<file path="config.mk">
export PLATFORM = sky130hd
export DESIGN_NAME = rdnl_divider
export DESIGN_NICKNAME = d
export VERILOG_FILES = /design/src/rdnl_divider.sv
export SDC_FILE = /design/constraint.sdc
export NUM_CORES = 1
export LEC_CHECK = 0
export BUFFER_PORTS_ARGS = -buffer_cell sky130_fd_sc_hd__clkbuf_2
export CAP_MARGIN = 20
export CELL_PAD_IN_SITES_DETAIL_PLACEMENT = 1
export CELL_PAD_IN_SITES_GLOBAL_PLACEMENT = 2
export CORE_ASPECT_RATIO = 0.9
export CORE_MARGIN = 1.5
export CORE_UTILIZATION = 41
export CTS_CLUSTER_SIZE = 8
export DETAILED_ROUTE_END_ITERATION = 16
export HOLD_SLACK_MARGIN = 0.1
export PLACE_DENSITY = 0.89
export SYNTH_ARGS = -nofsm -noshare
export SYNTH_HDL_FRONTEND = slang
export SYNTH_SLANG_ARGS = --single-unit
</file>
<file path="constraint.sdc">
create_clock -name clk -period 7.9 [get_ports clk]
set_input_delay 0.79 -clock clk [delete_from_list [all_inputs] [get_ports clk]]
set_output_delay 0.79 -clock clk [all_outputs]
set_load 0.01 [all_outputs]
</file>
<file path="src/rdnl_divider.sv">
`timescale 1ns / 1ps
// ----------------------------------------------------------------------------
// rdnl_divider
// Restoring divider, one quotient bit per cycle: floor((num << F) / den).
// ----------------------------------------------------------------------------
module rdnl_divider #(
    parameter int KEY_WIDTH     = 32,
    parameter int FRACTION_BITS = 16
) (
    input  logic                     clk,
    input  logic                     rst_n,
    input  logic                     start,
    input  logic [KEY_WIDTH:0]       num,
    input  logic [KEY_WIDTH:0]       den,
    output logic                     done,
    output logic [FRACTION_BITS:0]   quot
);
    // num <= den, so the quotient fits in FRACTION_BITS+1 bits.
    localparam int NW = KEY_WIDTH + 1;
    localparam int CW = $clog2(FRACTION_BITS + 2);

    logic [NW:0]            rem_reg, rem_next;
    logic [NW-1:0]          den_reg;
    logic [FRACTION_BITS:0] quot_reg, quot_next;
    logic [CW-1:0]          cnt_reg;
    logic                   busy_reg;
    logic [NW+1:0]          trial;

    always_comb
    begin
        trial     = {rem_reg, 1'b0} - {2'b00, den_reg};
        rem_next  = rem_reg;
        quot_next = quot_reg;
        if (!trial[NW+1])
        begin
            rem_next  = trial[NW:0];
            quot_next = {quot_reg[FRACTION_BITS-1:0], 1'b1};
        end
        else
        begin
            rem_next  = {rem_reg[NW-1:0], 1'b0};
            quot_next = {quot_reg[FRACTION_BITS-1:0], 1'b0};
        end
    end

    always_ff @(posedge clk or negedge rst_n)
    begin
        if (!rst_n)
        begin
            busy_reg <= 1'b0;
            cnt_reg  <= '0;
            done     <= 1'b0;
        end
        else
        begin
            done <= 1'b0;
            if (start)
            begin
                busy_reg <= 1'b1;
                cnt_reg  <= '0;
            end
            else if (busy_reg)
            begin
                cnt_reg <= cnt_reg + 1'b1;
                if (cnt_reg == CW'(FRACTION_BITS))
                begin
                    busy_reg <= 1'b0;
                    done     <= 1'b1;
                end
            end
        end
    end

    // First step consumes the integer bit (num/den is 0 or 1).
    always_ff @(posedge clk)
    begin
        if (start)
        begin
            den_reg <= den;
            if (num >= den)
            begin
                rem_reg  <= {1'b0, num - den};
                quot_reg <= (FRACTION_BITS + 1)'(1);
            end
            else
            begin
                rem_reg  <= {1'b0, num};
                quot_reg <= '0;
            end
        end
        else if (busy_reg && cnt_reg != CW'(FRACTION_BITS))
        begin
            rem_reg  <= rem_next;
            quot_reg <= quot_next;
        end
    end

    assign quot = quot_reg;
endmodule

</file>
==> results.py, run 1 <==
metrics = {
    "run_status": {
        "outcome": "finished, final reports clean",
    },
    "global_routing": {
        "grt_max_degree": 65,
        "overflow": 0,
        "grt_pass1_wl_mm": 39.4,
        "via_count_of_the_first_global_routing_pass": 7013,
        "grtUsageMet3": 0.0312,
        "grt_usage": 0.251,
        "met1_usage": 0.377,
        "grt.busiest_layer": "met2",
        "global_route.usage.met2": 0.380,
        "grt_antenna_before_repair": 0,
    },
    "cells_and_area": {
        "share_of_layout_cells_above_drive_strength_1": 0.130,
        "syn_to_final_growth_pct": 12.3,
        "layout_commonest_cell": "sky130_fd_sc_hd__inv_1",
        "non_filler_cells_in_the_finished_layout": 1206,
        "largest_register_ff_count": 34,
        "antenna_diode_instance_count": 0,
        "finish.net_count": 1089,
        "fill_cells": 2281,
        "layout_common_cells": "sky130_fd_sc_hd__inv_1, sky130_fd_sc_hd__clkbuf_2, sky130_fd_sc_hd__edfxtp_1",
    },
    "logic_synthesis": {
        "synthFlopType": "sky130_fd_sc_hd__edfxtp_1",
        "yosysWarnings": 0,
        "synthTopCellsByArea": "sky130_fd_sc_hd__edfxtp_1, sky130_fd_sc_hd__ha_1, sky130_fd_sc_hd__mux2i_1",
        "netlist.area_leader.share": 0.312,
        "netlist.top_cell.by_area": "sky130_fd_sc_hd__edfxtp_1",
        "seq_area_frac_synth": 0.334,
        "synth.lib_cells_used.distinct": 76,
        "syn-num-nets": 1014,
        "postSynthCellCount": 876,
        "ys_ff_latch": 91,
        "syn_area_per_cell_sq_um": 9.22,
        "syn-cell-area_sq_um": 8080,
        "ys_async_sr_fraction": 0.0769,
        "synth_enable_flop_cells": 84,
    },
    "clocking": {
        "clk_path_buf_depth": 2,
        "clock_tree_from_tritoncts": "done",
        "hold_buf_cts": 0,
        "clock_tree.root_cell": "sky130_fd_sc_hd__clkbuf_16",
        "cts_inserted_buffers": 9,
        "ctsResizeCount": 0,
        "clkSinkCount": 91,
        "htree_levels": 3,
        "postCtsSetupBuffers": 0,
        "cts.reportedPaths.clkPinSlew_ns": 0.07,
        "worstSkewPairLatency_ns": 0.36,
    },
    "floorplanning": {
        "die_h_microns": 136,
        "placeableCoreArea_sq_um": 19200,
        "die-area_sq_um": 20600,
        "io-pin-count": 87,
        "fp-row-count": 48,
        "chipWidth_microns": 151,
        "initial_core_util": 0.420,
    },
    "sta": {
        "unrepaired_setup_endpoints_after_global_routing": "false",
        "slew_headroom": 0.354,
        "fin_worst_skew_ns": 0.0177,
        "final_critical_path_setup_slack_ns": 3.62,
        "final_hold_viol_count": 0,
        "fmax_ghz": 0.233,
        "slew_violations": 0,
        "finalSetupTns_ns": 0,
        "finalWorstPathRequiredPeriod_ns": 4.28,
        "final-setup-viol-count": 0,
        "worst_pin_slew_ns": 0.944,
        "share_of_the_clock_period_used_by_the_worst_path_after_layout": 0.542,
    },
    "worst_setup_path": {
        "timing.critical_path.slowest_cell_delay_ns": 0.61,
        "path_common_cell": "sky130_fd_sc_hd__mux2i_1",
        "worst_r2r_src": "rem_reg[8]$_DFFE_PP_",
        "critical_path_arrival_ns": 4.37,
        "category_of_the_worst_setup_path_capture_point": "register",
        "worstPathCellList": "clkbuf_2, inv_1, ha_1, nand3_1, o21ai_1, a211o_1, o211ai_2, a21oi_1, or2_1, buf_4, mux2i_1, mux2i_1",
        "ff2ff_setup_slack_ns": 3.91,
        "endpoint_of_the_worst_register_to_register_path": "rem_reg[8]$_DFFE_PP_",
        "worstRegToRegCells": 11,
        "worstPathMaxFanout": 20,
        "critical_path_cell_with_the_highest_stage_delay": "sky130_fd_sc_hd__a21oi_1",
        "start_kind": "input port",
        "timing_worst_setup_path_type": "input port to register",
        "required_ns": 7.99,
    },
    "power_and_ir_drop": {
        "power_leakage_nw": 4.20,
        "worst_ir_drop_vdd_uv": 189,
        "power_density_nw_per_um2": 337,
    },
    "routing": {
        "remaining_drc_errors": 0,
        "wl_per_cell_microns": 20.5,
        "drtAntennaViolNets": 0,
        "routed_wirelength_mm": 24.8,
        "detailroute.via_count": 6966,
        "first_iter_violations": 526,
        "vias_per_cell": 5.78,
        "dr.pass1.iters": 4,
    },
    "placement": {
        "pre_cts_ws_ns": 3.24,
        "gp_congestion": 0.910,
        "place_hpwl_mm": 19.9,
        "placedCellCount": 1190,
        "buffer_ports.inserted": 86,
    },
    "run": {
        "timing.max_cap.violations": 0,
    },
    "worst_hold_path": {
        "min_path_type": "input port to asynchronous set/reset pin",
    },
}
-- final cells by class --
cell class | instances | area, sq um | share of cell area
clock buffer | 9 | 225 | 0.0248
clock inverter | 7 | 98.8 | 0.0109
inverter | 89 | 334 | 0.0368
multi-input combinational | 668 | 4920 | 0.543
sequential | 91 | 2700 | 0.297
tap | 250 | 313 | 0.0345
timing repair buffer | 92 | 478 | 0.0527
-- logic make-up (layout without fill, tap and decap cells) --
logic type      count (synthesis)  count (layout)  share of synthesized area
compound gates                255             255                      0.215
xor+xnor                       55              55                     0.0606
fa+ha+maj                      69              69                      0.109
buf+inv                       117             197                     0.0584
flops                          91              91                      0.334
mux                            72              72                     0.0898
simple gates                  217             217                      0.134
-- critical path: cells and delay by family --
family,cells,cell delay [ns]
buffers and inverters,3,0.56
adders and majority gates,1,0.37
AOI/OAI and AO/OA,4,1.50
muxes,2,0.37
and+or+nand+nor,2,0.76
-- synthesized netlist by cell type, drive strengths merged (7+ instances only) --
cell and n:
xnor2 37, o21bai 8, nand4 10, o21ai 48, a21boi 9, edfxtp 84, buf 10, xor2 18
clkbuf 18, a211oi 7, nor2 58, o21a 12, a31oi 10, nor2b 25, a21o 33, o41ai 7
a21oi 70, inv 89, nor3 10, and3 8, nand3 9, dfrtp 7, nand2 57, ha 67
mux2i 71
-- layer usage --
metal  vias to the layer above  wire length, microns
li1                       3365                     -
met1                      3397                 12200
met2                       180                 10900
met3                        24                  1370
met4                         0                   341
met5                         -                     0
-- worst max path at each step --
| stage | from | end | depth (start not counted) |
|---|---|---|---|
| after floorplan | den[3] | rem_reg[29]$_DFFE_PP_ | 13 |
| after global placement | den[3] | rem_reg[14]$_DFFE_PP_ | 12 |
| after detailed placement | den[3] | rem_reg[16]$_DFFE_PP_ | 12 |
| after CTS | den[3] | rem_reg[16]$_DFFE_PP_ | 12 |
| after global routing | den[3] | rem_reg[14]$_DFFE_PP_ | 12 |
| final | den[3] | rem_reg[16]$_DFFE_PP_ | 12 |
-- per-stage QoR --
stage | hold slack, ns | utilization | total power, W | instance area [sq um]
5_1_grt | 0.267 | 0.472 | 0.00326 | 9070
3_3_place_gp | 0.527 | 0.455 | 0.00251 | 8740
6_report | 0.260 | 0.472 | 0.00305 | 9070
3_5_place_dp | 0.559 | 0.455 | 0.00254 | 8740
4_1_cts | 0.257 | 0.472 | 0.00305 | 9070
2_1_floorplan | 0.494 | - | 0.00206 | 8080
-- power breakdown --
group          switching (W)  internal (W)
Combinational        0.00108      0.000726
Clock               0.000198      0.000280
Sequential         0.0000874      0.000686
Power figures use the tool's default switching activity.
==> inputs of run 2 (changes only) <==
--- a/config.mk
+++ b/config.mk
@@ -11,11 +11,11 @@
 export CELL_PAD_IN_SITES_GLOBAL_PLACEMENT = 2
 export CORE_ASPECT_RATIO = 0.9
 export CORE_MARGIN = 1.5
-export CORE_UTILIZATION = 41
+export CORE_UTILIZATION = 34
 export CTS_CLUSTER_SIZE = 8
 export DETAILED_ROUTE_END_ITERATION = 16
 export HOLD_SLACK_MARGIN = 0.1
-export PLACE_DENSITY = 0.89
+export PLACE_DENSITY = 0.79
 export SYNTH_ARGS = -nofsm -noshare
 export SYNTH_HDL_FRONTEND = slang
 export SYNTH_SLANG_ARGS = --single-unit
==> constraint.sdc (replaced) <==
create_clock -name clk -period 3.75 [get_ports clk]
set_input_delay 0.375 -clock clk [delete_from_list [all_inputs] [get_ports clk]]
set_output_delay 0.375 -clock clk [all_outputs]
set_load 0.01 [all_outputs]
==> run 2 against run 1 <==
Global-route usage decreased by 4.4 points. Critical endpoint is now rem_reg[7]$_DFFE_PP_. Power up 110%. Setup slack got worse by 3.5 ns. First-iteration DRC count shrank 17%. Non-clock buffer count rose by 26. Clock power is 90% higher. Worst hold slack lost 0.045 ns. Sequential power rose by 110%.
==> results.py, run 2 (same netlist as run 1, synthesis figures left out) <==
metrics = {
    "power_and_ir_drop": {
        "power.total_w": 0.00635,
        "power_density_nw_per_um2": 682,
        "power_leakage_nw": 4.32,
        "worst_ir_drop_vdd_uv": 326,
    },
    "global_routing": {
        "grt_antenna_before_repair": 1,
        "grt_max_degree": 47,
        "overflow": 0,
        "grt_usage": 0.207,
        "via_count_of_the_first_global_routing_pass": 7014,
        "grt_pass1_wl_mm": 39.4,
    },
    "clocking": {
        "clock_tree.root_cell": "sky130_fd_sc_hd__clkbuf_16",
        "hold_buf_cts": 1,
        "cts_inserted_buffers": 9,
        "htree_levels": 3,
        "clkSinkCount": 91,
        "postCtsSetupBuffers": 0,
        "clock_tree_from_tritoncts": "done",
        "cts.reportedPaths.clkPinSlew_ns": 0.07,
        "worstSkewPairLatency_ns": 0.35,
        "clk_path_buf_depth": 2,
        "ctsResizeCount": 0,
    },
    "sta": {
        "slew_violations": 0,
        "final_hold_viol_count": 0,
        "fin_worst_skew_ns": 0.00970,
        "minimum_hold_slack_ns": 0.216,
        "finalWorstPathRequiredPeriod_ns": 3.60,
        "final-setup-viol-count": 0,
        "fmax_ghz": 0.278,
        "worst_pin_slew_ns": 0.688,
        "share_of_the_clock_period_used_by_the_worst_path_after_layout": 0.960,
        "unrepaired_setup_endpoints_after_global_routing": "false",
        "finalSetupTns_ns": 0,
        "slew_headroom": 0.540,
    },
    "cells_and_area": {
        "largest_register_ff_count": 34,
        "layout_common_cells": "sky130_fd_sc_hd__inv_1, sky130_fd_sc_hd__clkbuf_2, sky130_fd_sc_hd__edfxtp_1",
        "fill_cells": 2771,
        "antenna_diode_instance_count": 0,
        "layout_commonest_cell": "sky130_fd_sc_hd__inv_1",
        "post_route_design_area_sq_um": 9320,
        "non_filler_cells_in_the_finished_layout": 1283,
        "syn_to_final_growth_pct": 15.3,
        "share_of_layout_cells_above_drive_strength_1": 0.149,
        "finish.net_count": 1115,
    },
    "worst_setup_path": {
        "required_ns": 3.82,
        "worstPathMaxFanout": 29,
        "worstPathCellList": "ha_1, a211o_1, a221o_1, a41o_1, o2111ai_4, a31oi_4, a21oi_4, xnor2_4, buf_12, mux2i_1, mux2i_1",
        "critical_path_arrival_ns": 3.67,
        "category_of_the_worst_setup_path_capture_point": "register",
        "timing_worst_setup_path_type": "register to register",
        "start_kind": "register",
        "critical_path_cell_with_the_highest_stage_delay": "sky130_fd_sc_hd__edfxtp_1",
        "timing.critical_path.slowest_cell_delay_ns": 0.42,
        "path_common_cell": "sky130_fd_sc_hd__mux2i_1",
    },
    "worst_hold_path": {
        "min_path_type": "input port to register",
    },
    "routing": {
        "first_iter_violations": 439,
        "vias_per_cell": 5.37,
        "remaining_drc_errors": 0,
        "routed_wirelength_mm": 25.0,
        "dr.pass1.iters": 4,
        "wl_per_cell_microns": 19.5,
        "drtAntennaViolNets": 0,
        "detailroute.via_count": 6886,
    },
    "placement": {
        "buffer_ports.inserted": 86,
        "gp_congestion": 0.915,
        "postPlaceCellArea_sq_um": 9020,
        "placedCellCount": 1267,
        "place_hpwl_mm": 20.2,
    },
    "run_status": {
        "outcome": "finished, final reports clean",
    },
    "floorplanning": {
        "fp-row-count": 53,
        "io-pin-count": 87,
        "initial_core_util": 0.346,
        "placeableCoreArea_sq_um": 23300,
        "die-area_sq_um": 24700,
        "chipWidth_microns": 165,
        "die_h_microns": 149,
    },
    "run": {
        "timing.max_cap.violations": 0,
    },
}
-- run 2: area by class of cell --
type	instances	area [sq um]	share of cell area
Inverter	89	334	0.0359
Sequential cell	91	2700	0.290
Clock buffer	10	229	0.0246
Timing Repair Buffer	118	701	0.0752
Multi-Input combinational cell	668	4920	0.528
Tap cell	302	378	0.0406
Clock inverter	5	53.8	0.00578
-- run 2: per-stage QoR --
step            util  setup slack, ns
2_1_floorplan      -            0.680
3_3_place_gp   0.387            0.159
3_5_place_dp   0.387           0.0533
4_1_cts        0.399            0.158
5_1_grt        0.399           0.0184
6_report       0.399            0.151
-- run 2: routing by layer --
metal	track usage	part of all wire
met5	0	0.00068
met4	0.0402	0.0091
met3	0.0220	0.031
met2	0.326	0.44
met1	0.305	0.52
-- run 2: critical path: cells and delay by family, from the launching register on --
family / cells / cell delay, ns
XOR/XNOR: 1 / 0.19
buffers and inverters: 1 / 0.26
flip-flops: 1 / 0.42
multiplexers: 2 / 0.47
adder cells (fa/ha/maj): 1 / 0.40
AO/OA/AOI/OAI: 6 / 1.56
-- run 2: path summary, 6_finish.rpt --
path                            slack, ns  cells past startpoint                endpoint              startpoint
worst max-delay path                 0.15                     11    rem_reg[7]$_DFFE_PP_    rem_reg[8]$_DFFE_PP_
worst min-delay path                 0.22                      1   den_reg[31]$_DFFE_PP_                 den[31]
worst max register to register       0.15                     11    rem_reg[7]$_DFFE_PP_    rem_reg[8]$_DFFE_PP_
worst min register to register       0.55                      2  cnt_reg[4]$_DFFE_PN0P_  cnt_reg[4]$_DFFE_PN0P_
max in group asynchronous            3.18                      2  cnt_reg[0]$_DFFE_PN0P_                   rst_n
min in group asynchronous            0.40                      2      busy_reg$_DFF_PN0_                   rst_n
-- run 2: power by group --
part	switching [W]	total (W)	internal, W
Sequential	0.000155	0.00160	0.00144
Clock	0.000393	0.000905	0.000511
Combinational	0.00222	0.00385	0.00163
==> inputs of run 3 (changes only) <==
--- a/config.mk
+++ b/config.mk
@@ -16,6 +16,7 @@
 export DETAILED_ROUTE_END_ITERATION = 16
 export HOLD_SLACK_MARGIN = 0.1
 export PLACE_DENSITY = 0.79
+export SETUP_SLACK_MARGIN = 0.3
 export SYNTH_ARGS = -nofsm -noshare
 export SYNTH_HDL_FRONTEND = slang
 export SYNTH_SLANG_ARGS = --single-unit
==> run 3 against run 2 <==
Register-to-register slack better by 0.28 ns. First-iteration DRC count decreased by 4.1%. Die area unchanged. Critical path depth increased by 3. Critical endpoint is now rem_reg[27]$_DFFE_PP_. Largest power group unchanged. Maximum frequency is 7.7% higher. Global-route usage is 0.35 points higher. Sequential share of layout area is 0.60 points lower.
==> results.py, run 3 (same netlist as run 1, synthesis figures left out) <==
metrics = {
    "cells_and_area": {
        "antenna_diode_instance_count": 0,
        "post_route_design_area_sq_um": 9510,
        "layout_common_cells": "sky130_fd_sc_hd__inv_1, sky130_fd_sc_hd__clkbuf_2, sky130_fd_sc_hd__edfxtp_1",
        "finish.net_count": 1125,
        "layout_commonest_cell": "sky130_fd_sc_hd__inv_1",
        "fin_util": 0.407,
        "share_of_layout_cells_above_drive_strength_1": 0.166,
        "largest_register_ff_count": 34,
        "syn_to_final_growth_pct": 17.8,
    },
    "sta": {
        "final-setup-viol-count": 0,
        "slew_violations": 0,
        "final_hold_viol_count": 0,
        "unrepaired_setup_endpoints_after_global_routing": "true",
        "fin_worst_skew_ns": 0.0117,
        "fmax_ghz": 0.299,
        "finalSetupTns_ns": 0,
        "share_of_the_clock_period_used_by_the_worst_path_after_layout": 0.891,
        "final_critical_path_setup_slack_ns": 0.408,
        "worst_pin_slew_ns": 0.698,
        "finalWorstPathRequiredPeriod_ns": 3.34,
        "slew_headroom": 0.533,
    },
    "floorplanning": {
        "placeableCoreArea_sq_um": 23300,
        "initial_core_util": 0.346,
        "die_h_microns": 149,
        "io-pin-count": 87,
        "die-area_sq_um": 24700,
        "fp-row-count": 53,
        "chipWidth_microns": 165,
    },
    "worst_setup_path": {
        "ff2ff_setup_slack_ns": 0.43,
        "worstRegToRegCells": 12,
        "category_of_the_worst_setup_path_capture_point": "register",
        "worst_r2r_src": "rem_reg[8]$_DFFE_PP_",
        "required_ns": 3.86,
        "endpoint_of_the_worst_register_to_register_path": "rem_reg[18]$_DFFE_PP_",
        "timing_worst_setup_path_type": "input port to register",
        "worstPathMaxFanout": 7,
        "start_kind": "input port",
        "critical_path_arrival_ns": 3.45,
    },
    "routing": {
        "detailroute.via_count": 6956,
        "routed_wirelength_mm": 25.4,
        "remaining_drc_errors": 0,
        "first_iter_violations": 421,
        "dr.pass1.iters": 5,
        "vias_per_cell": 5.38,
        "drtAntennaViolNets": 0,
        "wl_per_cell_microns": 19.7,
    },
    "clocking": {
        "clkSinkCount": 91,
        "cts_inserted_buffers": 9,
        "htree_levels": 3,
        "clock_tree_from_tritoncts": "done",
        "clock_tree.root_cell": "sky130_fd_sc_hd__clkbuf_16",
        "clk_path_buf_depth": 2,
        "worstSkewPairLatency_ns": 0.35,
        "cts.reportedPaths.clkPinSlew_ns": 0.07,
    },
    "global_routing": {
        "grt_max_degree": 47,
        "grt_pass1_wl_mm": 40.0,
        "grt_antenna_before_repair": 1,
        "overflow": 0,
        "grt_usage": 0.210,
        "via_count_of_the_first_global_routing_pass": 7101,
    },
    "worst_hold_path": {
        "launch_instance_of_the_worst_min_delay_path": "den[31]",
        "hold-path-endpoint": "den_reg[31]$_DFFE_PP_",
        "worst_hold_path.num_cells": 1,
        "min_path_type": "input port to register",
    },
    "placement": {
        "postPlaceCellArea_sq_um": 9020,
        "gp_congestion": 0.915,
        "pre_cts_ws_ns": 0.0533,
        "place_hpwl_mm": 20.2,
        "buffer_ports.inserted": 86,
    },
    "run_status": {
        "outcome": "finished, final reports clean",
    },
    "run": {
        "timing.max_cap.violations": 0,
    },
    "power_and_ir_drop": {
        "worst_ir_drop_vdd_uv": 283,
        "power_leakage_nw": 4.38,
        "power_density_nw_per_um2": 712,
    },
}
run 3: cell count changes in the layout (fill, tap and decap cells not counted), sizes merged:
cell,previous run,this run
buf,32,42
run 3: critical path: stages:
cell and delay (ns):
sky130_fd_sc_hd__clkbuf_2 0.10, sky130_fd_sc_hd__inv_1 0.05, sky130_fd_sc_hd__ha_1 0.36, sky130_fd_sc_hd__a21o_1 0.21, sky130_fd_sc_hd__a21oi_1 0.15, sky130_fd_sc_hd__o21ai_1 0.13
sky130_fd_sc_hd__a211o_1 0.37, sky130_fd_sc_hd__o211ai_2 0.30, sky130_fd_sc_hd__a21oi_1 0.17, sky130_fd_sc_hd__or2_1 0.30, sky130_fd_sc_hd__buf_4 0.18, sky130_fd_sc_hd__a311oi_1 0.51
sky130_fd_sc_hd__buf_4 0.21, sky130_fd_sc_hd__a21oi_1 0.04
run 3: routing by layer:
metal | vias up | global-route usage | wire [microns]
li1 | 3425 | - | -
met1 | 3365 | 0.306 | 12800
met2 | 147 | 0.335 | 11400
met3 | 17 | 0.0242 | 936
met4 | 2 | 0.0420 | 240
met5 | - | 0 | 17
run 3: final cells by class:
class                           count  area, sq um
Clock inverter                      5         53.8
Fill cell                        2764        13800
Sequential cell                    91         2700
Timing Repair Buffer              128          836
Tap cell                          302          378
Clock buffer                       10          229
Inverter                           89          334
Multi-Input combinational cell    668         4980
run 3: what timing repair did:
| action | CTS | global route |
|---|---|---|
| gates cloned | 2 | 0 |
| hold endpoints to repair | 7 | 0 |
| hold buffers | 1 | 0 |
| resized for setup | 7 | 7 |
| setup buffers | 3 | 5 |
| pin swaps | 1 | 7 |
| setup endpoints to repair | 15 | 16 |
run 3: metrics by stage:
stage	std cells	hold WS [ns]	total power, W
final	1293	0.214	0.00677
after floorplan	876	0.0794	0.00433
after global routing	1293	0.211	0.00721
after global placement	1267	0.223	0.00534
after detailed placement	1267	0.227	0.00541
after CTS	1288	0.208	0.00664
run 3: worst max-delay path by stage:
stage | slack, ns | cells after the start | to | start
finish | 0.41 | 14 | rem_reg[27]$_DFFE_PP_ | den[3]
global route | 0.29 | 14 | rem_reg[31]$_DFFE_PP_ | den_reg[9]$_DFFE_PP_
CTS | 0.31 | 13 | rem_reg[33]$_SDFFCE_PP0P_ | rem_reg[8]$_DFFE_PP_
detailed placement | 0.05 | 14 | rem_reg[27]$_DFFE_PP_ | den[3]
global placement | 0.16 | 14 | rem_reg[27]$_DFFE_PP_ | den[3]
floorplan | 0.68 | 11 | rem_reg[10]$_DFFE_PP_ | rem_reg[8]$_DFFE_PP_
run 3: where the power goes:
group          total, W  internal [W]  switching (W)
Combinational   0.00425       0.00192        0.00234
Sequential      0.00161       0.00144       0.000166
Clock          0.000908      0.000512       0.000396
